## config.mk

```make
export PLATFORM = sky130hd
export DESIGN_NAME = hid_report_descriptor_mouse_layout_top
export DESIGN_NICKNAME = d
export VERILOG_FILES = /design/src/rtl/hrdm_pkg.sv /design/src/rtl/hid_report_descriptor_mouse_layout_top.sv /design/src/rtl/hrdm_front.sv /design/src/rtl/hrdm_queue.sv /design/src/rtl/hrdm_back.sv
export SDC_FILE = /design/constraint.sdc
export NUM_CORES = 1
export LEC_CHECK = 0
export BUFFER_PORTS_ARGS = -buffer_cell sky130_fd_sc_hd__buf_2
export CORE_MARGIN = 8
export CORE_UTILIZATION = 40
export DETAILED_ROUTE_END_ITERATION = 10
export GPL_ROUTABILITY_DRIVEN = 0
export GPL_TIMING_DRIVEN = 0
export SLEW_MARGIN = 0
export SYNTH_ARGS = -nofsm -noshare
export SYNTH_HDL_FRONTEND = slang
export SYNTH_HIERARCHICAL = 1
export SYNTH_SLANG_ARGS = --single-unit
```

## constraint.sdc

```tcl
create_clock -name clk_i -period 11.36 [get_ports clk_i]
set_input_delay 0 -clock clk_i [delete_from_list [all_inputs] [get_ports clk_i]]
set_output_delay 0 -clock clk_i [all_outputs]
set_load 0.005 [all_outputs]
```

## src/rtl/hrdm_pkg.sv

```systemverilog
// Shared types and constants for the HID report descriptor mouse layout finder.
// No dependencies; imported by every module of the block.
package hrdm_pkg;

  localparam logic [7:0] TAG_USAGE_PAGE     = 8'h04;
  localparam logic [7:0] TAG_USAGE          = 8'h08;
  localparam logic [7:0] TAG_COLLECTION     = 8'hA0;
  localparam logic [7:0] TAG_END_COLLECTION = 8'hC0;
  localparam logic [7:0] TAG_REPORT_COUNT   = 8'h94;
  localparam logic [7:0] TAG_REPORT_SIZE    = 8'h74;
  localparam logic [7:0] TAG_INPUT          = 8'h80;
  localparam logic [7:0] TAG_REPORT_ID      = 8'h84;
  localparam logic [7:0] TAG_MASK           = 8'hFC;

  localparam logic [31:0] PAGE_BUTTONS = 32'h09;
  localparam logic [31:0] USE_POINTER  = 32'h01;
  localparam logic [31:0] USE_MOUSE    = 32'h02;
  localparam logic [31:0] USE_X        = 32'h30;
  localparam logic [31:0] USE_Y        = 32'h31;
  localparam logic [31:0] USE_WHEEL    = 32'h38;

  localparam logic [1:0] SLOT_BUTTONS = 2'd0;
  localparam logic [1:0] SLOT_X       = 2'd1;
  localparam logic [1:0] SLOT_Y       = 2'd2;
  localparam logic [1:0] SLOT_WHEEL   = 2'd3;

  localparam int unsigned NUM_FIELDS = 4;
  localparam int unsigned QUEUE_DEPTH = 2;

  // one parsed item handed from the byte assembler to the executor
  typedef struct packed {
    logic        is_item;
    logic        last;
    logic [7:0]  prefix;
    logic [31:0] arg;
  } item_t;

  typedef struct packed {
    logic [7:0]                  report_id;
    logic [13:0]                 report_bytes;
    logic [NUM_FIELDS-1:0][15:0] offset;
    logic [NUM_FIELDS-1:0][15:0] size;
  } result_t;

  typedef enum logic [1:0] {
    ST_EXEC,
    ST_WALK,
    ST_ADD,
    ST_FINISH
  } back_state_e;

  function automatic logic [2:0] data_len(input logic [7:0] prefix);
    logic [2:0] n;
    begin
      n = (prefix[1:0] == 2'b11) ? 3'd4 : {1'b0, prefix[1:0]};
      return n;
    end
  endfunction

endpackage

```

## src/rtl/hid_report_descriptor_mouse_layout_top.sv

```systemverilog
// Top level of the HID report descriptor mouse layout finder.
// Depends on hrdm_pkg, hrdm_front, hrdm_queue and hrdm_back.
//
//  channel | dir | handshake                     | payload
//  s_axis  | in  | s_axis_tvalid / s_axis_tready | tdata[7:0] desc_byte, tlast last_byte
//  m_axis  | out | m_axis_tvalid / m_axis_tready | tdata[151:0] layout result
//
// Bytes are taken one per cycle while the two-entry item queue has room.
// The executor handles one queued item at a time; an Input item while parsing
// goes through the multiply, a walk over each queued usage on a data Input, and
// the position add; the last byte then loads the result register.
// Reset is asynchronous, active low, and leaves the block ready at once.
// The result register holds the layout until taken; the executor waits on it.
module hid_report_descriptor_mouse_layout_top
  import hrdm_pkg::*;
#(
  parameter int unsigned USAGE_SLOTS = 4,
  parameter int unsigned POS_WIDTH   = 16
) (
  input  logic         clk_i,
  input  logic         rst_ni,
  input  logic         s_axis_tvalid,
  output logic         s_axis_tready,
  input  logic [7:0]   s_axis_tdata,  // [7:0] desc_byte
  input  logic         s_axis_tlast,  // last_byte
  output logic         m_axis_tvalid,
  input  logic         m_axis_tready,
  output logic [151:0] m_axis_tdata   // report_id, report_bytes, buttons_offset,
                                      // buttons_size, x_offset, x_size, y_offset,
                                      // y_size, wheel_offset, wheel_size, zero pad
);

  logic    q_full;
  logic    push;
  item_t   entry;
  item_t   head;
  logic    head_valid;
  logic    pop;
  result_t res;

  hrdm_front u_front (
    .clk_i        (clk_i),
    .rst_ni       (rst_ni),
    .byte_valid_i (s_axis_tvalid),
    .byte_i       (s_axis_tdata),
    .last_i       (s_axis_tlast),
    .byte_ready_o (s_axis_tready),
    .q_full_i     (q_full),
    .push_o       (push),
    .entry_o      (entry)
  );

  hrdm_queue #(
    .DEPTH (QUEUE_DEPTH)
  ) u_queue (
    .clk_i   (clk_i),
    .rst_ni  (rst_ni),
    .push_i  (push),
    .entry_i (entry),
    .pop_i   (pop),
    .head_o  (head),
    .valid_o (head_valid),
    .full_o  (q_full)
  );

  hrdm_back #(
    .USAGE_SLOTS (USAGE_SLOTS),
    .POS_WIDTH   (POS_WIDTH)
  ) u_back (
    .clk_i        (clk_i),
    .rst_ni       (rst_ni),
    .head_i       (head),
    .head_valid_i (head_valid),
    .pop_o        (pop),
    .res_valid_o  (m_axis_tvalid),
    .res_ready_i  (m_axis_tready),
    .res_o        (res)
  );

  assign m_axis_tdata = {2'b00,
                         res.size[SLOT_WHEEL],   res.offset[SLOT_WHEEL],
                         res.size[SLOT_Y],       res.offset[SLOT_Y],
                         res.size[SLOT_X],       res.offset[SLOT_X],
                         res.size[SLOT_BUTTONS], res.offset[SLOT_BUTTONS],
                         res.report_bytes, res.report_id};

endmodule

```

## src/rtl/hrdm_front.sv

```systemverilog
// Byte assembler: groups descriptor bytes into short items and sign-extends data.
// Depends on hrdm_pkg; feeds hrdm_queue.
module hrdm_front
  import hrdm_pkg::*;
(
  input  logic       clk_i,
  input  logic       rst_ni,
  input  logic       byte_valid_i,
  input  logic [7:0] byte_i,
  input  logic       last_i,
  output logic       byte_ready_o,
  input  logic       q_full_i,
  output logic       push_o,
  output item_t      entry_o
);

  logic [7:0]  prefix_q, prefix_d;
  logic [2:0]  left_q, left_d;
  logic [31:0] accum_q, accum_d;
  logic        take;
  logic        complete;
  logic [2:0]  n;
  logic [1:0]  idx;
  logic [2:0]  idx_full;
  logic [31:0] arg;

  assign byte_ready_o = !q_full_i;
  assign take = byte_valid_i && byte_ready_o;

  always_comb begin
    prefix_d = prefix_q;
    left_d   = left_q;
    accum_d  = accum_q;
    complete = 1'b0;
    arg      = 32'd0;
    n        = data_len(prefix_q);
    idx_full = n - left_q;
    idx      = idx_full[1:0];
    entry_o.prefix = prefix_q;
    if (take) begin
      if (left_q == 3'd0) begin
        prefix_d = byte_i;
        accum_d  = 32'd0;
        left_d   = data_len(byte_i);
        complete = (data_len(byte_i) == 3'd0);
        entry_o.prefix = byte_i;
      end else begin
        accum_d  = accum_q | (32'(byte_i) << {idx, 3'b000});
        left_d   = left_q - 3'd1;
        complete = (left_d == 3'd0);
        arg      = accum_d;
        if (n == 3'd1 && accum_d[7]) begin
          arg = accum_d | 32'hFFFF_FF00;
        end else if (n == 3'd2 && accum_d[15]) begin
          arg = accum_d | 32'hFFFF_0000;
        end
      end
      if (last_i) begin
        left_d = 3'd0;
      end
    end
    entry_o.is_item = complete;
    entry_o.last    = last_i;
    entry_o.arg     = arg;
    push_o = take && (complete || last_i);
  end

  always_ff @(posedge clk_i or negedge rst_ni) begin
    if (!rst_ni) begin
      left_q <= 3'd0;
    end else begin
      left_q <= left_d;
    end
  end

  always_ff @(posedge clk_i) begin
    prefix_q <= prefix_d;
    accum_q  <= accum_d;
  end

endmodule

```

## src/rtl/hrdm_queue.sv

```systemverilog
// Short item queue between the byte assembler and the executor.
// Depends on hrdm_pkg for the item type.
module hrdm_queue
  import hrdm_pkg::*;
#(
  parameter int unsigned DEPTH = 2
) (
  input  logic  clk_i,
  input  logic  rst_ni,
  input  logic  push_i,
  input  item_t entry_i,
  input  logic  pop_i,
  output item_t head_o,
  output logic  valid_o,
  output logic  full_o
);

  localparam int unsigned PW = (DEPTH > 1) ? $clog2(DEPTH) : 1;
  localparam int unsigned CW = $clog2(DEPTH + 1);

  item_t          mem_q [DEPTH];
  logic [PW-1:0]  wr_q, rd_q;
  logic [CW-1:0]  cnt_q;
  logic           do_push, do_pop;

  assign valid_o = (cnt_q != CW'(0));
  assign full_o  = (cnt_q == CW'(DEPTH));
  assign head_o  = mem_q[rd_q];
  assign do_push = push_i && !full_o;
  assign do_pop  = pop_i && valid_o;

  always_ff @(posedge clk_i or negedge rst_ni) begin
    if (!rst_ni) begin
      wr_q  <= '0;
      rd_q  <= '0;
      cnt_q <= '0;
    end else begin
      if (do_push) begin
        wr_q <= (wr_q == PW'(DEPTH - 1)) ? '0 : wr_q + PW'(1);
      end
      if (do_pop) begin
        rd_q <= (rd_q == PW'(DEPTH - 1)) ? '0 : rd_q + PW'(1);
      end
      cnt_q <= cnt_q + CW'(do_push) - CW'(do_pop);
    end
  end

  always_ff @(posedge clk_i) begin
    if (do_push) begin
      mem_q[wr_q] <= entry_i;
    end
  end

`ifndef ASSERT_OFF
  a_no_push_full: assert property (@(posedge clk_i) disable iff (!rst_ni)
    !(push_i && full_o))
    else $error("push into full item queue");
  a_no_pop_empty: assert property (@(posedge clk_i) disable iff (!rst_ni)
    !(pop_i && !valid_o))
    else $error("pop from empty item queue");
  a_cnt_bound: assert property (@(posedge clk_i) disable iff (!rst_ni)
    cnt_q <= CW'(DEPTH))
    else $error("item queue count out of range");
`endif

endmodule

```

## src/rtl/hrdm_back.sv

```systemverilog
// Item executor: collection/usage tracking, layout assignment, result register.
// Depends on hrdm_pkg; fed by hrdm_queue.
module hrdm_back
  import hrdm_pkg::*;
#(
  parameter int unsigned USAGE_SLOTS = 4,
  parameter int unsigned POS_WIDTH   = 16
) (
  input  logic    clk_i,
  input  logic    rst_ni,
  input  item_t   head_i,
  input  logic    head_valid_i,
  output logic    pop_o,
  output logic    res_valid_o,
  input  logic    res_ready_i,
  output result_t res_o
);

  localparam int unsigned IW = (USAGE_SLOTS > 1) ? $clog2(USAGE_SLOTS) : 1;
  localparam int unsigned CW = $clog2(USAGE_SLOTS + 1);

  back_state_e           state_q, state_d;
  logic [7:0]            depth_q, depth_d;
  logic                  parse_q, parse_d;
  logic                  mouse_q, mouse_d;
  logic [7:0]            id_q, id_d;
  logic [POS_WIDTH-1:0]  bp_q, bp_d;
  logic [POS_WIDTH-1:0]  fs_q, fs_d;
  logic [POS_WIDTH-1:0]  fc_q, fc_d;
  logic [1:0]            pend_q [USAGE_SLOTS];
  logic [1:0]            pend_d [USAGE_SLOTS];
  logic [CW-1:0]         cnt_q, cnt_d;
  logic [POS_WIDTH-1:0]  off_q [NUM_FIELDS];
  logic [POS_WIDTH-1:0]  off_d [NUM_FIELDS];
  logic [POS_WIDTH-1:0]  siz_q [NUM_FIELDS];
  logic [POS_WIDTH-1:0]  siz_d [NUM_FIELDS];
  logic [POS_WIDTH-1:0]  prod_q, prod_d;
  logic [POS_WIDTH-1:0]  pos_q, pos_d;
  logic [IW-1:0]         idx_q, idx_d;
  logic                  rv_q, rv_d;
  result_t               res_q, res_d;

  logic [7:0]            tag;
  logic [31:0]           arg;
  logic                  input_run;
  logic                  is_data;
  logic                  out_free;
  logic [1:0]            slot;
  logic [POS_WIDTH-1:0]  sz;
  logic [47:0]           bp_ext;
  logic                  queue_en;
  logic [1:0]            queue_slot;

  assign tag       = head_i.prefix & TAG_MASK;
  assign arg       = head_i.arg;
  assign is_data   = (arg[1:0] == 2'b10);
  assign input_run = head_i.is_item && (tag == TAG_INPUT) && parse_q;
  assign out_free  = !rv_q || res_ready_i;
  assign slot      = pend_q[idx_q];
  assign sz        = (slot == SLOT_BUTTONS) ? fc_q : fs_q;

  // next state
  always_comb begin
    state_d = state_q;
    unique case (state_q)
      ST_EXEC: begin
        if (head_valid_i) begin
          if (input_run) begin
            state_d = (is_data && cnt_q != CW'(0)) ? ST_WALK : ST_ADD;
          end else if (head_i.last) begin
            state_d = ST_FINISH;
          end
        end
      end
      ST_WALK: begin
        if (CW'(idx_q) == cnt_q - CW'(1)) begin
          state_d = ST_ADD;
        end
      end
      ST_ADD: begin
        state_d = head_i.last ? ST_FINISH : ST_EXEC;
      end
      ST_FINISH: begin
        if (out_free) begin
          state_d = ST_EXEC;
        end
      end
      default: state_d = ST_EXEC;
    endcase
  end

  // datapath and outputs
  always_comb begin
    depth_d    = depth_q;
    parse_d    = parse_q;
    mouse_d    = mouse_q;
    id_d       = id_q;
    bp_d       = bp_q;
    fs_d       = fs_q;
    fc_d       = fc_q;
    pend_d     = pend_q;
    cnt_d      = cnt_q;
    off_d      = off_q;
    siz_d      = siz_q;
    prod_d     = prod_q;
    pos_d      = pos_q;
    idx_d      = idx_q;
    rv_d       = rv_q && !res_ready_i;
    res_d      = res_q;
    pop_o      = 1'b0;
    queue_en   = 1'b0;
    queue_slot = SLOT_BUTTONS;
    bp_ext     = 48'(bp_q) + 48'd7;

    unique case (state_q)
      ST_EXEC: begin
        if (head_valid_i) begin
          if (input_run) begin
            prod_d = fc_q * fs_q;
            pos_d  = bp_q;
            idx_d  = '0;
          end else begin
            pop_o = 1'b1;
            if (head_i.is_item) begin
              if (tag == TAG_COLLECTION) begin
                depth_d = depth_q + 8'd1;
              end else if (tag == TAG_END_COLLECTION) begin
                depth_d = depth_q - 8'd1;
                if (depth_d == 8'd0) begin
                  parse_d = 1'b0;
                end
              end else if (tag == TAG_USAGE) begin
                if (arg == USE_MOUSE) begin
                  mouse_d = 1'b1;
                end else if (arg == USE_POINTER && id_q == 8'd0) begin
                  parse_d = 1'b1;
                end
              end else if (tag == TAG_REPORT_ID && mouse_q) begin
                if (id_q == 8'd0) begin
                  id_d    = arg[7:0];
                  bp_d    = bp_q + POS_WIDTH'(8);
                  parse_d = 1'b1;
                end else begin
                  parse_d = (arg[7:0] == id_q);
                end
              end
              if (parse_d) begin
                if (tag == TAG_USAGE_PAGE) begin
                  if (arg == PAGE_BUTTONS) begin
                    queue_en   = 1'b1;
                    queue_slot = SLOT_BUTTONS;
                  end
                end else if (tag == TAG_USAGE) begin
                  if (arg == USE_X) begin
                    queue_en   = 1'b1;
                    queue_slot = SLOT_X;
                  end else if (arg == USE_Y) begin
                    queue_en   = 1'b1;
                    queue_slot = SLOT_Y;
                  end else if (arg == USE_WHEEL) begin
                    queue_en   = 1'b1;
                    queue_slot = SLOT_WHEEL;
                  end
                end else if (tag == TAG_REPORT_SIZE) begin
                  fs_d = arg[POS_WIDTH-1:0];
                end else if (tag == TAG_REPORT_COUNT) begin
                  fc_d = arg[POS_WIDTH-1:0];
                end
              end
              if (queue_en && cnt_q < CW'(USAGE_SLOTS)) begin
                pend_d[cnt_q[IW-1:0]] = queue_slot;
                cnt_d = cnt_q + CW'(1);
              end
            end
          end
        end
      end
      ST_WALK: begin
        off_d[slot] = pos_q;
        siz_d[slot] = sz;
        pos_d = pos_q + sz;
        idx_d = idx_q + IW'(1);
      end
      ST_ADD: begin
        pop_o = 1'b1;
        bp_d  = bp_q + prod_q;
        if (is_data) begin
          cnt_d = '0;
        end
      end
      ST_FINISH: begin
        if (out_free) begin
          rv_d = 1'b1;
          res_d.report_id    = id_q;
          res_d.report_bytes = bp_ext[16:3];
          for (int k = 0; k < NUM_FIELDS; k++) begin
            res_d.offset[k] = 16'(off_q[k]);
            res_d.size[k]   = 16'(siz_q[k]);
          end
          depth_d = '0;
          parse_d = 1'b0;
          mouse_d = 1'b0;
          id_d    = '0;
          bp_d    = '0;
          fs_d    = '0;
          fc_d    = '0;
          cnt_d   = '0;
          for (int k = 0; k < NUM_FIELDS; k++) begin
            off_d[k] = '0;
            siz_d[k] = '0;
          end
        end
      end
      default: ;
    endcase
  end

  assign res_valid_o = rv_q;
  assign res_o       = res_q;

  always_ff @(posedge clk_i or negedge rst_ni) begin
    if (!rst_ni) begin
      state_q <= ST_EXEC;
      depth_q <= '0;
      parse_q <= 1'b0;
      mouse_q <= 1'b0;
      id_q    <= '0;
      bp_q    <= '0;
      fs_q    <= '0;
      fc_q    <= '0;
      cnt_q   <= '0;
      rv_q    <= 1'b0;
      for (int k = 0; k < NUM_FIELDS; k++) begin
        off_q[k] <= '0;
        siz_q[k] <= '0;
      end
    end else begin
      state_q <= state_d;
      depth_q <= depth_d;
      parse_q <= parse_d;
      mouse_q <= mouse_d;
      id_q    <= id_d;
      bp_q    <= bp_d;
      fs_q    <= fs_d;
      fc_q    <= fc_d;
      cnt_q   <= cnt_d;
      rv_q    <= rv_d;
      off_q   <= off_d;
      siz_q   <= siz_d;
    end
  end

  always_ff @(posedge clk_i) begin
    pend_q <= pend_d;
    prod_q <= prod_d;
    pos_q  <= pos_d;
    idx_q  <= idx_d;
    res_q  <= res_d;
  end

`ifndef ASSERT_OFF
  a_cnt_bound: assert property (@(posedge clk_i) disable iff (!rst_ni)
    cnt_q <= CW'(USAGE_SLOTS))
    else $error("usage queue count out of range");
  a_walk_idx: assert property (@(posedge clk_i) disable iff (!rst_ni)
    state_q == ST_WALK |-> CW'(idx_q) < cnt_q)
    else $error("layout walk past queued usages");
  a_walk_head: assert property (@(posedge clk_i) disable iff (!rst_ni)
    (state_q == ST_WALK || state_q == ST_ADD) |-> head_valid_i)
    else $error("Input item lost during layout walk");
  a_add_clears: assert property (@(posedge clk_i) disable iff (!rst_ni)
    (state_q == ST_ADD && is_data) |=> cnt_q == CW'(0))
    else $error("usage queue not cleared by data Input");
`endif

endmodule
```

Word level (Yosys, flattened, before mapping):

Memories as Yosys holds them, arrays and structs flattened.
Index checks and enable logic that the tools add are counted.

* memories: 1
* bits in writable memories: 84
* word-level logic and storage cells: 309
* flip-flop bits (word level): 439

Memories
* u_queue.mem_q: depth 2, bits a word 42, read ports 1, clocked after memory_dff 0, write ports 1, RTL line hrdm_queue.sv:21 `item_t mem_q [DEPTH];`

* shift-type cells: 1
* bitwise gates (word level): 5
* $mul: 1
* order comparisons: 6
* equal/unequal tests: 47
* $add $sub $neg: 15
* muxes and demuxes: 145
* reductions and logical operators: 47

Operator list (count)
* $mux 16: 28
* $pmux 64 s2: 2
* $bwmux 64: 2
* $mux 32: 4
* $mux 8: 16
* $eq 32x6->1 const B: 3
* $pmux 16 s2: 3
* $mux 64: 1
* $pmux 16 s3: 1
* $mux 1: 44
* $mux 2: 22
* $add 16x16->16: 2
* $demux 16 s2: 1
* $eq 32x1->1 const B: 1
* $eq 32x2->1 const B: 1
* $eq 32x4->1 const B: 1
* $or 32x32->32: 1
* $pmux 8 s2: 2
* $shl 8x5->32: 1
* $eq 6x6->1 const B: 5
* $mux 3: 10
* $reduce_and 10->1: 3
* $ne 2x1->1 const B: 13
* $reduce_and 9->1: 2
* 49 further kinds: 98

Depth between registers and ports, before layout:

An unclocked memory read counts as a cell.

* word-level depth: 23
* mapped depth: 20
* mapped depth without buffers: 19

Modules after synthesis:

The synthesis kept the hierarchy.

By module, submodules not included
* hrdm_back: cells an instance 1876, area an instance 20820.0 µm², instances 1
* hrdm_queue: cells an instance 149, area an instance 3400.8 µm², instances 1
* hrdm_front: cells an instance 213, area an instance 2178.3 µm², instances 1
* hid_report_descriptor_mouse_layout_top: cells an instance 3, area an instance 18.8 µm², instances 1

Worst setup path before layout:

Ideal clock, no wire load.

* kind: register to register
* start: register u_back.state_q[1]
* end: register u_back.fs_q[3]
* stages on the path, launching flop included: 9
* slack: 6.161 ns
* period minus slack after synthesis: 5.199 ns
* arrival: 5.078 ns
* buffers on the path: 2
* path through: dfrtp_1 > and2_1 > clkbuf_1 > nand2_1 > inv_1 > o22ai_1 > o21bai_2 > buf_2 > a22o_1

* cells in the longest elaborated chain, start to end: 3

RTL lines
* start, declared: RTL line hrdm_back.sv:22 `back_state_e state_q, state_d;`
* start signal, assigned: RTL line hrdm_back.sv:238 `state_q <= state_d;`
* $eq 2x2->1 or $logic_not 2->1 (tied branches): RTL line hrdm_back.sv:115 `unique case (state_q)`
* $ne 2x1->1 (no line), or another cell as far along
* $reduce_and 9->1 (no line)
* end signal, assigned: RTL line hrdm_back.sv:244 `fs_q <= fs_d;`
* end, declared: RTL line hrdm_back.sv:28 `logic [POS_WIDTH-1:0] fs_q, fs_d;`

Several ways; a longest one is shown, not always the timed one.
A chain may end at the register's enable or synchronous reset.

Final worst setup path:

* start: register u_back.fc_q[2]
* end: register u_back.prod_q[15], data pin

* cells in the longest elaborated chain, start to end: 1

RTL lines
* start, declared: RTL line hrdm_back.sv:29 `logic [POS_WIDTH-1:0] fc_q, fc_d;`
* start signal, assigned: RTL line hrdm_back.sv:230 `fc_q <= '0;`
* start signal, assigned: RTL line hrdm_back.sv:245 `fc_q <= fc_d;`
* $mul 16x16->16: RTL line hrdm_back.sv:119 `prod_d = fc_q * fs_q;`
* end signal, assigned: RTL line hrdm_back.sv:255 `prod_q <= prod_d;`
* end, declared: RTL line hrdm_back.sv:37 `logic [POS_WIDTH-1:0] prod_q, prod_d;`

Every way passes these cells.

==> results.cfg <==
[global_routing]
grt_pass1_vias = 18300
grtUsageTotal = 0.173
antenna_found_initial = 0
grt_max_degree = 110
grt_pass1_wl_um = 103000
grt.overflow.total = 0

[power_and_ir_drop]
seqPwrFrac = 0.392
vdd_ir_drop_max_mv = 0.239
power_leakage_nw = 12.6
netSwitchingPower_w = 0.00289
p_per_area_mw_per_mm2 = 252
combPwrFrac = 0.371
swShare = 0.378
pwr-share-clk = 0.236
p_int_w = 0.00475

[synth]
syn_area_per_cell_sq_um = 11.8
netlist_area_sq_mm = 0.0263
synthCells = 2235
synth-warning-count = 6

[floorplan]
rows = 94
die_h_um = 272
io_pins = 167
dieWidth_um = 272
start_util = 0.402
core_area_sq_mm = 0.0654
die_area_sq_mm = 0.0741

[cts]
cts_tree = yes
cts_resized = 0
root_buffer = clkbuf_16
ctsLongestPathBuffers = 3
cts_buffers = 57
clk_pin_slew_ns = 0.07
post_cts_buffers = 0
clkLatencyLatePin_ns = 0.63
htree_levels = 2
hold_buffers = 14
clkSinkCount = 519

[placed_design]
hpwl_um = 48700
portBuffers = 162
post_dp_cell_area_sq_mm = 0.0283

[sta]
post-route-period-util = 0.517
worst_pin_slew_ns = 1.28
fmax_ghz = 0.170
relSlewSlack = 0.142
slew_violations = 0
hold_viol_final = 3
whs_ns = -0.0175
rsz0062_at_grt = no
finalSetupViolCount = 0
tns_ns = 0
fin_crit_ns = 5.87
final.setup_skew_ns = 0.0520

[worst_setup_path]
critPathLaunchType = register
cp-end-kind = register
cp.required_ns = 11.74
crit_arrival_ns = 6.25
path_max_fanout = 10
worst-setup-path-type = reg -> reg
rrSetupSlack_ns = 5.49

[cells_and_area]
fillers = 6039
area_growth_pct = 15.4
design_area_sq_mm = 0.0303
drive_above_1_share = 0.150
nets = 2665
diodes = 0

[run]
maxCapViolations = 0

[worst_hold_path]
hold_path_class = in -> async

[drt]
drt-initial-drc-count = 1366
vias_per_cell = 5.29
wl_per_cell_um = 19.3
dr.pass1.iters = 6
drt_wl_total_um = 65600
vias = 17900
final_antenna_net_count = 0
drc = 0

[outcome]
violations = hold timing
run_status = finished, violations left
path summary, 6_finish.rpt:
check | startpoint | endpoint | cells after the start
setup / recovery | u_back/fc_q[2] | u_back/prod_q[15] | 18
hold / removal | rst_ni | u_back/off_q[43] | 2
setup reg to reg | u_back/fc_q[2] | u_back/prod_q[15] | 18
hold reg to reg | u_back/off_q[31] | u_back/res_o[111] | 0
max in group asynchronous | rst_ni | u_back/fc_q[15] | 3
min in group clk_i | s_axis_tlast | u_queue/mem_q[1][40] | 3
metrics by stage:
stage | cells | setup slack (ns) | power, W | hold slack (ns) | utilization
floorplan | 2236 | 6.16 | 0.00486 | -0.296 | -
global placement | 3262 | 3.26 | 0.00578 | 0.258 | 0.431
detailed placement | 3267 | 5.49 | 0.00586 | 0.113 | 0.433
CTS | 3389 | 5.50 | 0.00770 | 0.0327 | 0.463
global route | 3389 | 5.24 | 0.00810 | 0.0466 | 0.463
finish | 3389 | 5.49 | 0.00764 | -0.0175 | 0.463
cell usage in the layout, fill, tap and decap left out, drive strengths merged, types with 10 or more instances in the layout:
| cell type | count |
|---|---|
| o31ai | 76 |
| nand3 | 81 |
| xor2 | 29 |
| a21oi | 58 |
| ha | 94 |
| and2 | 75 |
| xnor2 | 70 |
| and3 | 19 |
| nor3 | 27 |
| mux2i | 18 |
| a22o | 32 |
| mux2 | 48 |
| a21o | 10 |
| fa | 82 |
| clkinv | 29 |
| nand2 | 250 |
| edfxtp | 304 |
| nand4 | 11 |
| a31oi | 42 |
| dlygate4sd3 | 14 |
| buf | 210 |
| nor2 | 107 |
| nor4 | 12 |
| inv | 173 |
| dfrtp | 207 |
| clkbuf | 158 |
| o21ai | 132 |
| nand2b | 14 |
per-layer routing:
layer	track usage	up-vias	wire length, um
met5	0	-	0
met4	0.0628	0	2180
met3	0.0265	124	3460
met2	0.296	494	32200
met1	0.223	8943	27700
li1	-	8366	-
registers in the layout, summed over array words and instances, names as in the netlist, 16 cells and up:
name,flops
u_back/res_o,150
u_queue/mem_q,80
u_back/off_q,64
u_back/siz_q,64
u_front/accum_q,32
u_back/bp_q,16
u_back/fc_q,16
u_back/fs_q,16
u_back/pos_q,16
u_back/prod_q,16
final cells by class:
class	count	area, sq um	area share
Multi-Input combinational cell	1415	10600	0.348
Clock buffer	70	1500	0.0493
Clock inverter	38	367	0.0121
Timing Repair Buffer	181	1070	0.0353
Tap cell	864	1080	0.0357
Sequential cell	519	14500	0.477
Inverter	171	647	0.0213
Buffer	131	618	0.0204
power by group through the flow:
| stage | combinational [W] | clock (W) | sequential, W |
|---|---|---|---|
| 6_report | 0.00284 | 0.00181 | 0.00300 |
| 5_1_grt | 0.00312 | 0.00193 | 0.00305 |
| 4_1_cts | 0.00285 | 0.00185 | 0.00300 |
| 3_5_place_dp | 0.00282 | 0 | 0.00303 |
| 3_3_place_gp | 0.00273 | 0 | 0.00305 |
| 2_1_floorplan | 0.00191 | 0 | 0.00295 |
critical path, cell delays in order, from the launching register on:
cell	delay [ns]
dfrtp_1	0.31
clkbuf_1	0.48
clkbuf_1	0.43
nand2_1	0.14
fa_1	0.45
fa_1	0.54
inv_1	0.05
fa_1	0.46
fa_1	0.55
inv_1	0.06
fa_1	0.50
fa_1	0.46
xor2_1	0.17
xnor2_1	0.19
xnor2_1	0.16
xnor2_1	0.12
xnor2_1	0.25
xnor2_1	0.21
xnor2_1	0.10
(Power assumes the default switching activity.)
